$ cat src/mhtq_pkg.sv
// Shared types and constants for the min-heap timer queue.
// Holds the heap entry layout, result codes, controller states and the
// command/status structs between controller and datapath. No dependencies.
`default_nettype none

package mhtq_pkg;

   localparam int HEAP_DEPTH  = 16;
   localparam int MAX_RESULTS = 16;

   localparam int IDX_W  = $clog2(HEAP_DEPTH);
   localparam int CNT_W  = $clog2(HEAP_DEPTH + 1);
   localparam int CH_W   = IDX_W + 2;
   localparam int N_W    = $clog2(MAX_RESULTS + 1);

   localparam int DL_W   = 32;
   localparam int TIN_W  = 16;
   localparam int TMO_W  = 15;
   localparam int TL_W   = 5;
   localparam int KIND_W = 3;

   localparam int REQ_TDATA_W = 48;
   localparam int RSP_TDATA_W = 56;

   typedef enum logic {
      REQ_ARM  = 1'b0,
      REQ_TICK = 1'b1
   } req_kind_type;

   typedef enum logic [KIND_W-1:0] {
      RK_ARMED       = 3'd0,
      RK_BAD_TIMEOUT = 3'd1,
      RK_FULL        = 3'd2,
      RK_FIRED       = 3'd3,
      RK_NONE        = 3'd4
   } result_kind_type;

   typedef struct packed {
      logic [DL_W-1:0]  deadline;
      logic [TMO_W-1:0] tmo;
   } entry_type;

   localparam int ENTRY_W = $bits(entry_type);

   typedef enum logic [3:0] {
      ST_IDLE,
      ST_DISPATCH,
      ST_UP_CHECK,
      ST_UP_CMP,
      ST_POP_RD,
      ST_POP_CHK,
      ST_DN_LAST,
      ST_DN_CHECK,
      ST_DN_C1,
      ST_DN_C2,
      ST_DN_CMP,
      ST_FINISH
   } ctrl_state_type;

   typedef struct packed {
      logic            load_req;
      logic            set_kind;
      result_kind_type kind;
      logic            arm_start;
      logic            tick_start;
      logic            rd_parent;
      logic            up_move;
      logic            place_mv;
      logic            rd_root;
      logic            pop;
      logic            rd_last;
      logic            take_last;
      logic            rd_c1;
      logic            take_c1;
      logic            rd_c2;
      logic            take_c2;
      logic            dn_move;
      logic            emit_end;
   } dp_cmd_type;

   typedef struct packed {
      logic is_tick;
      logic bad_tmo;
      logic full;
      logic pos_zero;
      logic up_stop;
      logic cnt_zero;
      logic cnt_one;
      logic n_max;
      logic root_due;
      logic pend_v;
      logic out_free;
      logic c1_out;
      logic c2_out;
      logic c2_less;
      logic dn_stop;
   } dp_status_type;

endpackage

`default_nettype wire

$ cat src/mhtq_ram.sv
// Generic single-write, single-read RAM with registered read data.
// Used for the heap entry store. No dependencies.
`default_nettype none

module mhtq_ram #(
   parameter int WIDTH = 8,
   parameter int DEPTH = 16
) (
   input  wire logic                     clock,
   input  wire logic                     we,
   input  wire logic [$clog2(DEPTH)-1:0] waddr,
   input  wire logic [WIDTH-1:0]         wdata,
   input  wire logic                     re,
   input  wire logic [$clog2(DEPTH)-1:0] raddr,
   output logic      [WIDTH-1:0]         rdata
);

   logic [WIDTH-1:0] mem_ff [DEPTH];
   logic [WIDTH-1:0] rdata_ff;

   always_ff @(posedge clock) begin
      if (we) begin
         mem_ff[waddr] <= wdata;
      end
      if (re) begin
         rdata_ff <= mem_ff[raddr];
      end
   end

   assign rdata = rdata_ff;

endmodule

`default_nettype wire

$ cat src/mhtq_ctrl.sv
// Controller state machine for the timer queue: sequences sift-up,
// pop and sift-down steps and result emission. Depends on mhtq_pkg.
`default_nettype none

module mhtq_ctrl (
   input  wire logic                   clock,
   input  wire logic                   reset,
   input  wire logic                   req_tvalid,
   output logic                        req_tready,
   input  wire mhtq_pkg::dp_status_type status,
   output mhtq_pkg::dp_cmd_type        cmd
);

   import mhtq_pkg::*;

   ctrl_state_type state_ff;
   ctrl_state_type state_in;

   always_ff @(posedge clock) begin
      if (reset) begin
         state_ff <= ST_IDLE;
      end else begin
         state_ff <= state_in;
      end
   end

   always_comb begin
      state_in   = state_ff;
      cmd        = '0;
      cmd.kind   = RK_NONE;
      req_tready = 1'b0;
      unique case (state_ff)
         ST_IDLE: begin
            req_tready = 1'b1;
            if (req_tvalid) begin
               cmd.load_req = 1'b1;
               state_in     = ST_DISPATCH;
            end
         end
         ST_DISPATCH: begin
            cmd.set_kind = 1'b1;
            priority if (status.is_tick) begin
               cmd.kind       = RK_NONE;
               cmd.tick_start = 1'b1;
               state_in       = ST_POP_RD;
            end else if (status.bad_tmo) begin
               cmd.kind = RK_BAD_TIMEOUT;
               state_in = ST_FINISH;
            end else if (status.full) begin
               cmd.kind = RK_FULL;
               state_in = ST_FINISH;
            end else begin
               cmd.kind      = RK_ARMED;
               cmd.arm_start = 1'b1;
               state_in      = ST_UP_CHECK;
            end
         end
         ST_UP_CHECK: begin
            if (status.pos_zero) begin
               cmd.place_mv = 1'b1;
               state_in     = ST_FINISH;
            end else begin
               cmd.rd_parent = 1'b1;
               state_in      = ST_UP_CMP;
            end
         end
         ST_UP_CMP: begin
            // stop below a parent with an equal or earlier deadline
            if (status.up_stop) begin
               cmd.place_mv = 1'b1;
               state_in     = ST_FINISH;
            end else begin
               cmd.up_move = 1'b1;
               state_in    = ST_UP_CHECK;
            end
         end
         ST_POP_RD: begin
            if (status.cnt_zero || status.n_max) begin
               state_in = ST_FINISH;
            end else begin
               cmd.rd_root = 1'b1;
               state_in    = ST_POP_CHK;
            end
         end
         ST_POP_CHK: begin
            if (!status.root_due) begin
               state_in = ST_FINISH;
            end else if (!status.pend_v || status.out_free) begin
               cmd.pop = 1'b1;
               if (status.cnt_one) begin
                  state_in = ST_POP_RD;
               end else begin
                  cmd.rd_last = 1'b1;
                  state_in    = ST_DN_LAST;
               end
            end
         end
         ST_DN_LAST: begin
            cmd.take_last = 1'b1;
            state_in      = ST_DN_CHECK;
         end
         ST_DN_CHECK: begin
            if (status.c1_out) begin
               cmd.place_mv = 1'b1;
               state_in     = ST_POP_RD;
            end else begin
               cmd.rd_c1 = 1'b1;
               state_in  = ST_DN_C1;
            end
         end
         ST_DN_C1: begin
            cmd.take_c1 = 1'b1;
            if (status.c2_out) begin
               state_in = ST_DN_CMP;
            end else begin
               cmd.rd_c2 = 1'b1;
               state_in  = ST_DN_C2;
            end
         end
         ST_DN_C2: begin
            cmd.take_c2 = status.c2_less;
            state_in    = ST_DN_CMP;
         end
         ST_DN_CMP: begin
            if (status.dn_stop) begin
               cmd.place_mv = 1'b1;
               state_in     = ST_POP_RD;
            end else begin
               cmd.dn_move = 1'b1;
               state_in    = ST_DN_CHECK;
            end
         end
         ST_FINISH: begin
            if (status.out_free) begin
               cmd.emit_end = 1'b1;
               state_in     = ST_IDLE;
            end
         end
         default: begin
            state_in = ST_IDLE;
         end
      endcase
   end

endmodule

`default_nettype wire

$ cat src/mhtq_dp.sv
// Datapath of the timer queue: request registers, heap RAM ports, sift
// registers, pending fired result and the result output register.
// Depends on mhtq_pkg and mhtq_ram.
`default_nettype none

module mhtq_dp (
   input  wire logic                                clock,
   input  wire logic                                reset,
   input  wire logic [mhtq_pkg::REQ_TDATA_W-1:0]    req_tdata,
   input  wire logic [0:0]                          req_tuser,
   output logic                                     rsp_tvalid,
   input  wire logic                                rsp_tready,
   output logic      [mhtq_pkg::RSP_TDATA_W-1:0]    rsp_tdata,
   output logic                                     rsp_tlast,
   input  wire mhtq_pkg::dp_cmd_type                cmd,
   output mhtq_pkg::dp_status_type                  status
);

   import mhtq_pkg::*;

   // request fields
   req_kind_type            type_ff,  type_in;
   logic [DL_W-1:0]         now_ff,   now_in;
   logic signed [TIN_W-1:0] tin_ff,   tin_in;

   // heap control
   logic [CNT_W-1:0]        count_ff, count_in;
   logic [N_W-1:0]          n_ff,     n_in;
   logic [IDX_W-1:0]        pos_ff,   pos_in;
   logic [IDX_W-1:0]        chpos_ff, chpos_in;
   entry_type               mv_ff,    mv_in;
   entry_type               ch_ff,    ch_in;
   result_kind_type         kind_ff,  kind_in;

   // fired result held back until its last flag is known
   logic                    pend_v_ff,    pend_v_in;
   entry_type               pend_ff,      pend_in;
   logic [CNT_W-1:0]        pend_left_ff, pend_left_in;

   // result register
   logic                    rsp_valid_ff, rsp_valid_in;
   result_kind_type         rsp_kind_ff,  rsp_kind_in;
   logic [DL_W-1:0]         rsp_dl_ff,    rsp_dl_in;
   logic [TMO_W-1:0]        rsp_tmo_ff,   rsp_tmo_in;
   logic [TL_W-1:0]         rsp_left_ff,  rsp_left_in;
   logic                    rsp_last_ff,  rsp_last_in;

   // RAM ports
   logic                    ram_we;
   logic [IDX_W-1:0]        ram_waddr;
   entry_type               ram_wdata;
   logic                    ram_re;
   logic [IDX_W-1:0]        ram_raddr;
   entry_type               ram_rdata;
   logic [ENTRY_W-1:0]      ram_rdata_raw;

   logic [IDX_W-1:0]        parent;
   logic [CH_W-1:0]         c1;
   logic [CH_W-1:0]         c2;
   logic [CH_W-1:0]         count_ext;
   logic [DL_W:0]           dl_sum;
   logic [DL_W-1:0]         dl_sat;
   logic                    out_free;

   mhtq_ram #(
      .WIDTH (ENTRY_W),
      .DEPTH (HEAP_DEPTH)
   ) u_heap_ram (
      .clock (clock),
      .we    (ram_we),
      .waddr (ram_waddr),
      .wdata (ram_wdata),
      .re    (ram_re),
      .raddr (ram_raddr),
      .rdata (ram_rdata_raw)
   );

   assign ram_rdata = entry_type'(ram_rdata_raw);

   assign parent    = (pos_ff - IDX_W'(1)) >> 1;
   assign c1        = {1'b0, pos_ff, 1'b1};
   assign c2        = c1 + CH_W'(1);
   assign count_ext = CH_W'(count_ff);
   assign dl_sum    = {1'b0, now_ff} + (DL_W + 1)'(tin_ff[TMO_W-1:0]);
   assign dl_sat    = dl_sum[DL_W] ? '1 : dl_sum[DL_W-1:0];
   assign out_free  = !rsp_valid_ff || rsp_tready;

   always_comb begin
      status.is_tick  = (type_ff == REQ_TICK);
      status.bad_tmo  = (tin_ff <= 0);
      status.full     = (count_ff == CNT_W'(HEAP_DEPTH));
      status.pos_zero = (pos_ff == '0);
      status.up_stop  = (ram_rdata.deadline <= mv_ff.deadline);
      status.cnt_zero = (count_ff == '0);
      status.cnt_one  = (count_ff == CNT_W'(1));
      status.n_max    = (n_ff == N_W'(MAX_RESULTS));
      status.root_due = (ram_rdata.deadline <= now_ff);
      status.pend_v   = pend_v_ff;
      status.out_free = out_free;
      status.c1_out   = (c1 >= count_ext);
      status.c2_out   = (c2 >= count_ext);
      status.c2_less  = (ram_rdata.deadline < ch_ff.deadline);
      status.dn_stop  = !(ch_ff.deadline < mv_ff.deadline);
   end

   always_comb begin
      ram_we    = 1'b0;
      ram_waddr = pos_ff;
      ram_wdata = mv_ff;
      if (cmd.place_mv) begin
         ram_we = 1'b1;
      end else if (cmd.up_move) begin
         ram_we    = 1'b1;
         ram_wdata = ram_rdata;
      end else if (cmd.dn_move) begin
         ram_we    = 1'b1;
         ram_wdata = ch_ff;
      end

      ram_re    = cmd.rd_parent || cmd.rd_root || cmd.rd_last || cmd.rd_c1 || cmd.rd_c2;
      ram_raddr = '0;
      priority if (cmd.rd_parent) begin
         ram_raddr = parent;
      end else if (cmd.rd_last) begin
         ram_raddr = IDX_W'(count_ff - CNT_W'(1));
      end else if (cmd.rd_c1) begin
         ram_raddr = c1[IDX_W-1:0];
      end else if (cmd.rd_c2) begin
         ram_raddr = c2[IDX_W-1:0];
      end else begin
         ram_raddr = '0;
      end
   end

   always_comb begin
      type_in      = type_ff;
      now_in       = now_ff;
      tin_in       = tin_ff;
      count_in     = count_ff;
      n_in         = n_ff;
      pos_in       = pos_ff;
      chpos_in     = chpos_ff;
      mv_in        = mv_ff;
      ch_in        = ch_ff;
      kind_in      = kind_ff;
      pend_v_in    = pend_v_ff;
      pend_in      = pend_ff;
      pend_left_in = pend_left_ff;
      rsp_valid_in = rsp_valid_ff && !rsp_tready;
      rsp_kind_in  = rsp_kind_ff;
      rsp_dl_in    = rsp_dl_ff;
      rsp_tmo_in   = rsp_tmo_ff;
      rsp_left_in  = rsp_left_ff;
      rsp_last_in  = rsp_last_ff;

      if (cmd.load_req) begin
         type_in   = req_kind_type'(req_tuser[0]);
         now_in    = req_tdata[DL_W-1:0];
         tin_in    = req_tdata[DL_W +: TIN_W];
         pend_v_in = 1'b0;
      end
      if (cmd.set_kind) begin
         kind_in = cmd.kind;
      end
      if (cmd.arm_start) begin
         mv_in.deadline = dl_sat;
         mv_in.tmo      = tin_ff[TMO_W-1:0];
         pos_in         = IDX_W'(count_ff);
         count_in       = count_ff + CNT_W'(1);
      end
      if (cmd.tick_start) begin
         n_in = '0;
      end
      if (cmd.up_move) begin
         pos_in = parent;
      end
      if (cmd.pop) begin
         // hand the previous fired timer out, it is not the last one
         if (pend_v_ff) begin
            rsp_valid_in = 1'b1;
            rsp_kind_in  = RK_FIRED;
            rsp_dl_in    = pend_ff.deadline;
            rsp_tmo_in   = pend_ff.tmo;
            rsp_left_in  = TL_W'(pend_left_ff);
            rsp_last_in  = 1'b0;
         end
         pend_v_in    = 1'b1;
         pend_in      = ram_rdata;
         pend_left_in = count_ff - CNT_W'(1);
         count_in     = count_ff - CNT_W'(1);
         n_in         = n_ff + N_W'(1);
      end
      if (cmd.take_last) begin
         mv_in  = ram_rdata;
         pos_in = '0;
      end
      if (cmd.take_c1) begin
         ch_in    = ram_rdata;
         chpos_in = c1[IDX_W-1:0];
      end
      if (cmd.take_c2) begin
         ch_in    = ram_rdata;
         chpos_in = c2[IDX_W-1:0];
      end
      if (cmd.dn_move) begin
         pos_in = chpos_ff;
      end
      if (cmd.emit_end) begin
         rsp_valid_in = 1'b1;
         rsp_last_in  = 1'b1;
         if (pend_v_ff) begin
            rsp_kind_in = RK_FIRED;
            rsp_dl_in   = pend_ff.deadline;
            rsp_tmo_in  = pend_ff.tmo;
            rsp_left_in = TL_W'(pend_left_ff);
            pend_v_in   = 1'b0;
         end else begin
            rsp_kind_in = kind_ff;
            rsp_dl_in   = '0;
            rsp_tmo_in  = '0;
            rsp_left_in = TL_W'(count_ff);
         end
      end
   end

   always_ff @(posedge clock) begin
      if (reset) begin
         count_ff     <= '0;
         n_ff         <= '0;
         pend_v_ff    <= 1'b0;
         rsp_valid_ff <= 1'b0;
      end else begin
         count_ff     <= count_in;
         n_ff         <= n_in;
         pend_v_ff    <= pend_v_in;
         rsp_valid_ff <= rsp_valid_in;
      end
      type_ff      <= type_in;
      now_ff       <= now_in;
      tin_ff       <= tin_in;
      pos_ff       <= pos_in;
      chpos_ff     <= chpos_in;
      mv_ff        <= mv_in;
      ch_ff        <= ch_in;
      kind_ff      <= kind_in;
      pend_ff      <= pend_in;
      pend_left_ff <= pend_left_in;
      rsp_kind_ff  <= rsp_kind_in;
      rsp_dl_ff    <= rsp_dl_in;
      rsp_tmo_ff   <= rsp_tmo_in;
      rsp_left_ff  <= rsp_left_in;
      rsp_last_ff  <= rsp_last_in;
   end

   assign rsp_tvalid = rsp_valid_ff;
   assign rsp_tdata  = {1'b0, rsp_left_ff, rsp_tmo_ff, rsp_dl_ff, rsp_kind_ff};
   assign rsp_tlast  = rsp_last_ff;

endmodule

`default_nettype wire

$ cat src/min_heap_timer_queue.sv
// Binary min-heap timer queue, one request at a time. The heap RAM has one registered read
// port: a sift-up level reads the parent, then compares; a sift-down level reads the first
// child and, if it exists, the second child, then compares. An arm climbs at most 4 levels.
// A waiting result stalls only pops and the finish.
// Reset is synchronous, active high; it empties the heap with no clearing pass.
`default_nettype none

module min_heap_timer_queue (
   input  wire logic                             clock,
   input  wire logic                             reset,
   input  wire logic                             req_tvalid,
   output logic                                  req_tready,
   // now_time [31:0], timeout_secs [47:32]
   input  wire logic [mhtq_pkg::REQ_TDATA_W-1:0] req_tdata,
   // req_type [0]
   input  wire logic [0:0]                       req_tuser,
   output logic                                  rsp_tvalid,
   input  wire logic                             rsp_tready,
   // result_kind [2:0], fired_deadline [34:3], fired_timeout [49:35],
   // timers_left [54:50], zero [55]
   output logic      [mhtq_pkg::RSP_TDATA_W-1:0] rsp_tdata,
   output logic                                  rsp_tlast
);

   import mhtq_pkg::*;

   dp_cmd_type    cmd;
   dp_status_type status;

   mhtq_ctrl u_ctrl (
      .clock      (clock),
      .reset      (reset),
      .req_tvalid (req_tvalid),
      .req_tready (req_tready),
      .status     (status),
      .cmd        (cmd)
   );

   mhtq_dp u_dp (
      .clock      (clock),
      .reset      (reset),
      .req_tdata  (req_tdata),
      .req_tuser  (req_tuser),
      .rsp_tvalid (rsp_tvalid),
      .rsp_tready (rsp_tready),
      .rsp_tdata  (rsp_tdata),
      .rsp_tlast  (rsp_tlast),
      .cmd        (cmd),
      .status     (status)
   );

endmodule

`default_nettype wire
$ cat config.mk
export PLATFORM = sky130hd
export DESIGN_NAME = min_heap_timer_queue
export DESIGN_NICKNAME = d
export VERILOG_FILES = /design/src/mhtq_pkg.sv /design/src/mhtq_ram.sv /design/src/mhtq_ctrl.sv /design/src/mhtq_dp.sv /design/src/min_heap_timer_queue.sv
export SDC_FILE = /design/constraint.sdc
export NUM_CORES = 2
export LEC_CHECK = 0
export BUFFER_PORTS_ARGS = -buffer_cell sky130_fd_sc_hd__buf_2
export CAP_MARGIN = 30
export CORE_MARGIN = 5
export CORE_UTILIZATION = 55
export DETAILED_ROUTE_END_ITERATION = 16
export GPL_TIMING_DRIVEN = 0
export HOLD_SLACK_MARGIN = 0.02
export MAX_ROUTING_LAYER = met4
export PLACE_DENSITY = 0.78
export SLEW_MARGIN = 20
export SYNTH_ARGS = -nofsm -noshare
export SYNTH_HDL_FRONTEND = slang
export SYNTH_SLANG_ARGS = --single-unit
$ cat constraint.sdc
create_clock -name clock -period 7.1 [get_ports clock]
set_clock_uncertainty 0.2 [all_clocks]
set_input_delay 2.13 -clock clock [delete_from_list [all_inputs] [get_ports clock]]
set_output_delay 2.13 -clock clock [all_outputs]
set_load 0.02 [all_outputs]
# Yosys cells after proc, flatten, opt, wreduce, memory -nomap -nowiden
# Memory sizes are Yosys's and may differ from the RTL's. A register that Yosys moved wholly into a read port is not among the register bits.
# Cells that the tools add are included.
dict set report op_classes {
  addsub 6
  magnitude_cmp 7
  eq_ne 17
  n_mux 101
  bitwise_logic 1
  reduce_logical 26
}
# operator count
set op_table {}
lappend op_table {{2-to-1 mux 47 bit} 7}
lappend op_table {{2-to-1 mux 32 bit} 5}
lappend op_table {{2-to-1 mux 4 bit} 21}
lappend op_table {{less-or-equal comparator 32 bit} 2}
lappend op_table {{less-than comparator 32 bit} 2}
lappend op_table {{2-to-1 mux 15 bit} 4}
lappend op_table {{case mux 4 bit (12 select lines)} 1}
lappend op_table {{2-to-1 mux 5 bit} 8}
lappend op_table {{2-to-1 mux 1 bit} 39}
lappend op_table {{adder 32 x 15 -> 33 bit} 1}
lappend op_table {{2-to-1 mux 3 bit} 6}
lappend op_table {{== test 4 x 3 -> 1 bit (second input constant)} 4}
lappend op_table {{== test 4 bit (second input constant)} 4}
lappend op_table {{less-or-equal comparator 16 x 1 -> 1 bit (second input constant)} 1}
lappend op_table {{2-to-1 mux 2 bit} 8}
lappend op_table {{nonzero test 2 bit} 6}
lappend op_table {{adder 5 x 1 -> 5 bit (second input constant)} 2}
lappend op_table {{== test 5 bit (second input constant)} 2}
lappend op_table {{== test 4 x 2 -> 1 bit (second input constant)} 2}
lappend op_table {{logical NOT 4 bit} 2}
lappend op_table {{logical OR 1 bit} 7}
lappend op_table {{adder 5 x 1 -> 6 bit (second input constant)} 1}
lappend op_table {{>= comparator 6 x 5 -> 1 bit} 1}
lappend op_table {{2-to-1 mux 6 bit} 1}
lappend op_table {{18 further kinds} 21}
dict set report totals {
  ff_bits 278
  ramBits 752
  input_bits 53
  n_memories 1
}
# memory words word_bits rd rd_clocked_by_memory_dff write_ports line
set memory_table {}
lappend memory_table {u_dp.u_heap_ram.mem_ff 16 47 1 1 1 mhtq_ram.sv:18} ;# logic [WIDTH-1:0] mem_ff [DEPTH];

# Depth between registers and ports, before layout
dict set report logic_depth {
  depth_word 9
  depth_mapped 17
  depth_no_buf 13
}

# By module
# A second synthesis with hierarchy kept.
dict set report hier_totals {
  hier_cells 2670
  hier_area_um2 45737.6
}
# mod instances cells_each area_each_um2 seq_area_each_um2
set modules_own_cells {}
lappend modules_own_cells {mhtq_ram 1 1217 29600.9 23993.0}
lappend modules_own_cells {mhtq_dp 1 1354 15462.3 8097.8}
lappend modules_own_cells {mhtq_ctrl 1 99 674.4 80.1}

# Worst setup path before layout
# No wires, ideal clock.
dict set report synth_timing {
  path_type {input port to flip-flop}
  startpoint {input rsp_tready}
  endpoint {register u_dp.rsp_dl_ff[0], enable pin}
  setup_ps 640
  arrival_ps 5222
  slack_ps 1038
  path_stages 6
  n_path_buf 0
  path_cell_list {nor2b_1 -> and2_1 -> nand3b_1 -> clkinv_1 -> nand2_1 -> nand2b_1}
}
# item line
set synth_lines {}
lappend synth_lines {{start: declaration} min_heap_timer_queue.sv:18} ;# input wire logic rsp_tready,
lappend synth_lines {{end signal: assignment} mhtq_dp.sv:249} ;# rsp_dl_ff <= rsp_dl_in;
lappend synth_lines {{end: declaration} mhtq_dp.sv:43} ;# logic [DL_W-1:0] rsp_dl_ff, rsp_dl_in;

# Worst setup path after layout
dict set report layout_timing {
  startpoint {register u_dp.u_heap_ram.rdata_ff[46] (netlist: u_dp.u_heap_ram.rdata[46]), read port of u_dp.u_heap_ram.mem_ff}
  endpoint {register u_dp.u_heap_ram.rdata_ff[41] (netlist: u_dp.u_heap_ram.rdata[41]), read port of u_dp.u_heap_ram.mem_ff (data pin)}
}
dict set report layout_between {
  elab_chain_len 6
}
# item line
set layout_lines {}
lappend layout_lines {{start: declaration} mhtq_ram.sv:19} ;# logic [WIDTH-1:0] rdata_ff;
lappend layout_lines {{less-or-equal comparator 32 bit *} mhtq_dp.sv:97} ;# status.root_due = (ram_rdata.deadline <= now_ff);
lappend layout_lines {{2-to-1 mux 2 bit *} mhtq_ctrl.sv:86} ;# if (!status.root_due) begin
lappend layout_lines {{2-to-1 mux 2 bit *} mhtq_ctrl.sv:32} ;# unique case (state_ff)
lappend layout_lines {{logical OR 1 bit (3 in a row)} mhtq_dp.sv:120} ;# ram_re = cmd.rd_parent || cmd.rd_root || cmd.rd_last || cmd.rd_c1 || cmd.rd_c2;
# Mark *: on every way between the ends. The rest lies on a longest branch, timed or not.
# A chain may end at the register's enable or synchronous reset.

==> impl_metrics.ini <==
[route]
drc = 0
wirelength_mm = 130
wirelength_met1_mm = 48.6
num_vias = 28800
route.met3.wl_mm = 13.9
drt_first_pass_iters = 6
wl_met2_mm = 61.0
drt_iter0_drc = 4074
highest_layer = met4
wire_per_inst_um = 28.7
ant_nets = 0
vias_per_cell = 6.37

[clocking]
post_cts.repair.setup_buffers = 0
cts_tree = built
cts.sinks = 1077
post_cts_resized = 0
hold_buffers = 0
htree_levels = 3
cts_buffer_depth = 3
clock_latency_ns = 0.70
cts_made_buffers = 104
cts-root-buf = clkbuf_16
cts.reportedPaths.clkPinSlew_ns = 0.06

[yosys]
synth_fp_nets = 3292
synth_top_area_cell = edfxtp_1
synth_top_flop_cell = edfxtp_1
ys_seq_elements = 1077
async_flop_share_pct = 0
netlist_area_mm2 = 0.0457
syn_area_per_cell_um2 = 14.8
ys_top_cells_by_count = edfxtp_1, nand2_1, mux2i_1, ha_1, inv_1
yosys_warnings = 0
synth_cells = 3078
synth_top_area_share_pct = 69.7
yosysUniqueCellTypes = 76
yosysMostFrequentCell = edfxtp_1
synth-edff-count = 1060
yosys-top-cells-area = edfxtp_1, mux2i_1, ha_1
synth_seq_area_share_pct = 70.4

[timing]
rsz0062_at_grt = false
slew_headroom_pct = 24.5
finalHoldViolCount = 0
clock.fmax_mhz = 168
tightest_slew_ns = 1.13
fin_crit_ns = 5.96
timing.hold.ws_ns = 0.269
setup-tns-final_ns = 0
slew_viol_final = 0
setup_viol = 0
period_share_pct = 83.9

[power_and_ir_drop]
leakage_nw = 19.5
power.density_mw_per_mm2 = 345
ir_worst_vdd_v = 0.000209

[worst_hold_path]
hold_class = register to register

[critical_path]
crit_path_top_delay_cell = nor4_1
reg2reg_slack_ns = 1.14
cp_cell_sequence = ha_1 -> nand4_1 -> nor4_1 -> nand2_1 -> a22oi_4 -> a31oi_1 -> clkbuf_4 -> nor3_1 -> buf_2 -> buf_1 -> a32oi_1 -> and4_1
critPathBufInv = 3
worstPathArrival_ns = 6.18
worst-path-max-fanout = 10
crit_path_max_incr_delay_ns = 0.77
end_kind = register
crit_type = register to register
crit_family = simple AND/OR/NAND/NOR gates
critPathLaunchType = register
cp.required_ns = 7.32

[global_route]
grt_overflow = 0
grt_pass1_wl_mm = 185
antenna_found_initial = 3
grt_pass1_vias = 28200
grt_max_degree = 61
track_usage_pct = 29.2

[floorplan]
initial_core_util_pct = 55.5
fp-row-count = 105
fp.coreArea_mm2 = 0.0822
die_w_um = 298
design.die.area_mm2 = 0.0889
io_pins = 112
die_h_um = 298

[place]
place_hpwl_mm = 91.0
portBuffers = 110
gp_congestion = 0.985
placed_area_mm2 = 0.0489

[layout]
area_growth_pct = 14.2
antenna_cells = 0
postLayoutCellArea_mm2 = 0.0521
fill_cells = 5675
drive_above_1_share_pct = 13.8
final_nets = 3592

[run_status]
status = finished, final reports clean

[flow_run]
maxCapViolations = 0
-- cell usage in the layout, fill, tap and decap left out, types with 8 or more instances in the layout --
cell,count
nor2_4,12
a21o_1,45
edfxtp_1,1060
nand3_1,27
a221oi_1,62
o21ai_0,78
dfxtp_1,17
o22a_1,14
nand2b_1,17
xnor2_1,25
clkinv_1,27
and3_1,23
nor3_1,23
buf_16,16
buf_12,14
a32o_1,22
buf_6,25
buf_2,163
a32oi_1,101
nor4_1,9
nand4_1,36
inv_1,123
nor2_1,110
nor2b_1,61
ha_1,160
o21ai_1,11
a21oi_1,74
a21oi_2,28
buf_4,54
clkbuf_1,79
a31oi_1,23
xor2_1,9
o21a_1,10
a211oi_1,8
and4_1,21
mux2i_1,263
clkinv_2,12
clkbuf_16,104
nand2_1,373
-- stage by stage --
step                util, %  instances  total power [mW]  setup WS [ns]
finish                 63.4       4525              18.0           1.14
global route           63.4       4525              18.6           1.10
CTS                    63.3       4520              17.9           1.25
detailed placement     59.5       4337              12.7          0.882
global placement       57.8       4258              12.5          -2.99
floorplan                 -       3078              10.9           1.04
-- state kept, by name, indices dropped and copies added (netlist names), 3 cells and up --
name	cells
u_dp.tin_ff	16
u_dp.pend_left_ff	5
u_dp.rsp_dl_ff	32
u_dp.now_ff	32
u_dp.count_ff	5
u_dp.u_heap_ram.rdata	47
u_dp.rsp_tmo_ff	15
u_dp.rsp_left_ff	5
u_dp.chpos_ff	4
u_dp.mv_ff	47
u_dp.pend_ff	47
u_dp.n_ff	5
u_dp.ch_ff	47
u_dp.kind_ff	3
u_dp.rsp_kind_ff	3
u_dp.u_heap_ram.mem_ff	752
u_dp.pos_ff	4
u_ctrl.state_ff	4
-- per-layer routing --
layer | GRT usage (%) | up-vias
met5 | - | -
met1 | 38.2 | 14200
met3 | 5.04 | 306
met2 | 45.8 | 1901
met4 | 12.9 | 0
li1 | - | 12500
-- final timing paths --
| check | start | end | cells after the start |
|---|---|---|---|
| worst max-delay path | u_dp.u_heap_ram.rdata[46] | u_dp.u_heap_ram.rdata[41] | 12 |
| worst min-delay path | u_dp.rsp_tlast | u_dp.rsp_tlast | 1 |
| worst max register to register | u_dp.u_heap_ram.rdata[46] | u_dp.u_heap_ram.rdata[41] | 12 |
| worst min register to register | u_dp.rsp_tlast | u_dp.rsp_tlast | 1 |
-- report_power, final --
| part | total, mW | internal [mW] | switching, mW |
|---|---|---|---|
| Combinational | 4.42 | 1.49 | 2.93 |
| Sequential | 8.34 | 7.87 | 0.469 |
| Clock | 5.24 | 2.88 | 2.36 |
-- logic make-up (layout without fill, tap and decap cells) --
group	Yosys count	count (layout)	synth area share, %
flops	1077	1077	70.4
fa+ha+maj	161	161	4.43
buf+inv	269	646	2.76
mux	268	268	5.89
simple gates	744	744	7.52
xor+xnor	34	34	0.652
other cells	1	1	0.00821
compound gates	524	524	8.30
-- final cells by class --
| type | count | area [µm²] | area share (%) |
|---|---|---|---|
| buffer | 143 | 788 | 1.51 |
| clock buffer | 127 | 2690 | 5.16 |
| clock inverter | 56 | 490 | 0.941 |
| inverter | 126 | 480 | 0.921 |
| multi-input combinational | 1732 | 12500 | 24.0 |
| tap | 1070 | 1340 | 2.57 |
| timing repair buffer | 194 | 1700 | 3.25 |
| sequential | 1077 | 32200 | 61.7 |
Note: power is estimated with default switching activity, not from simulation.
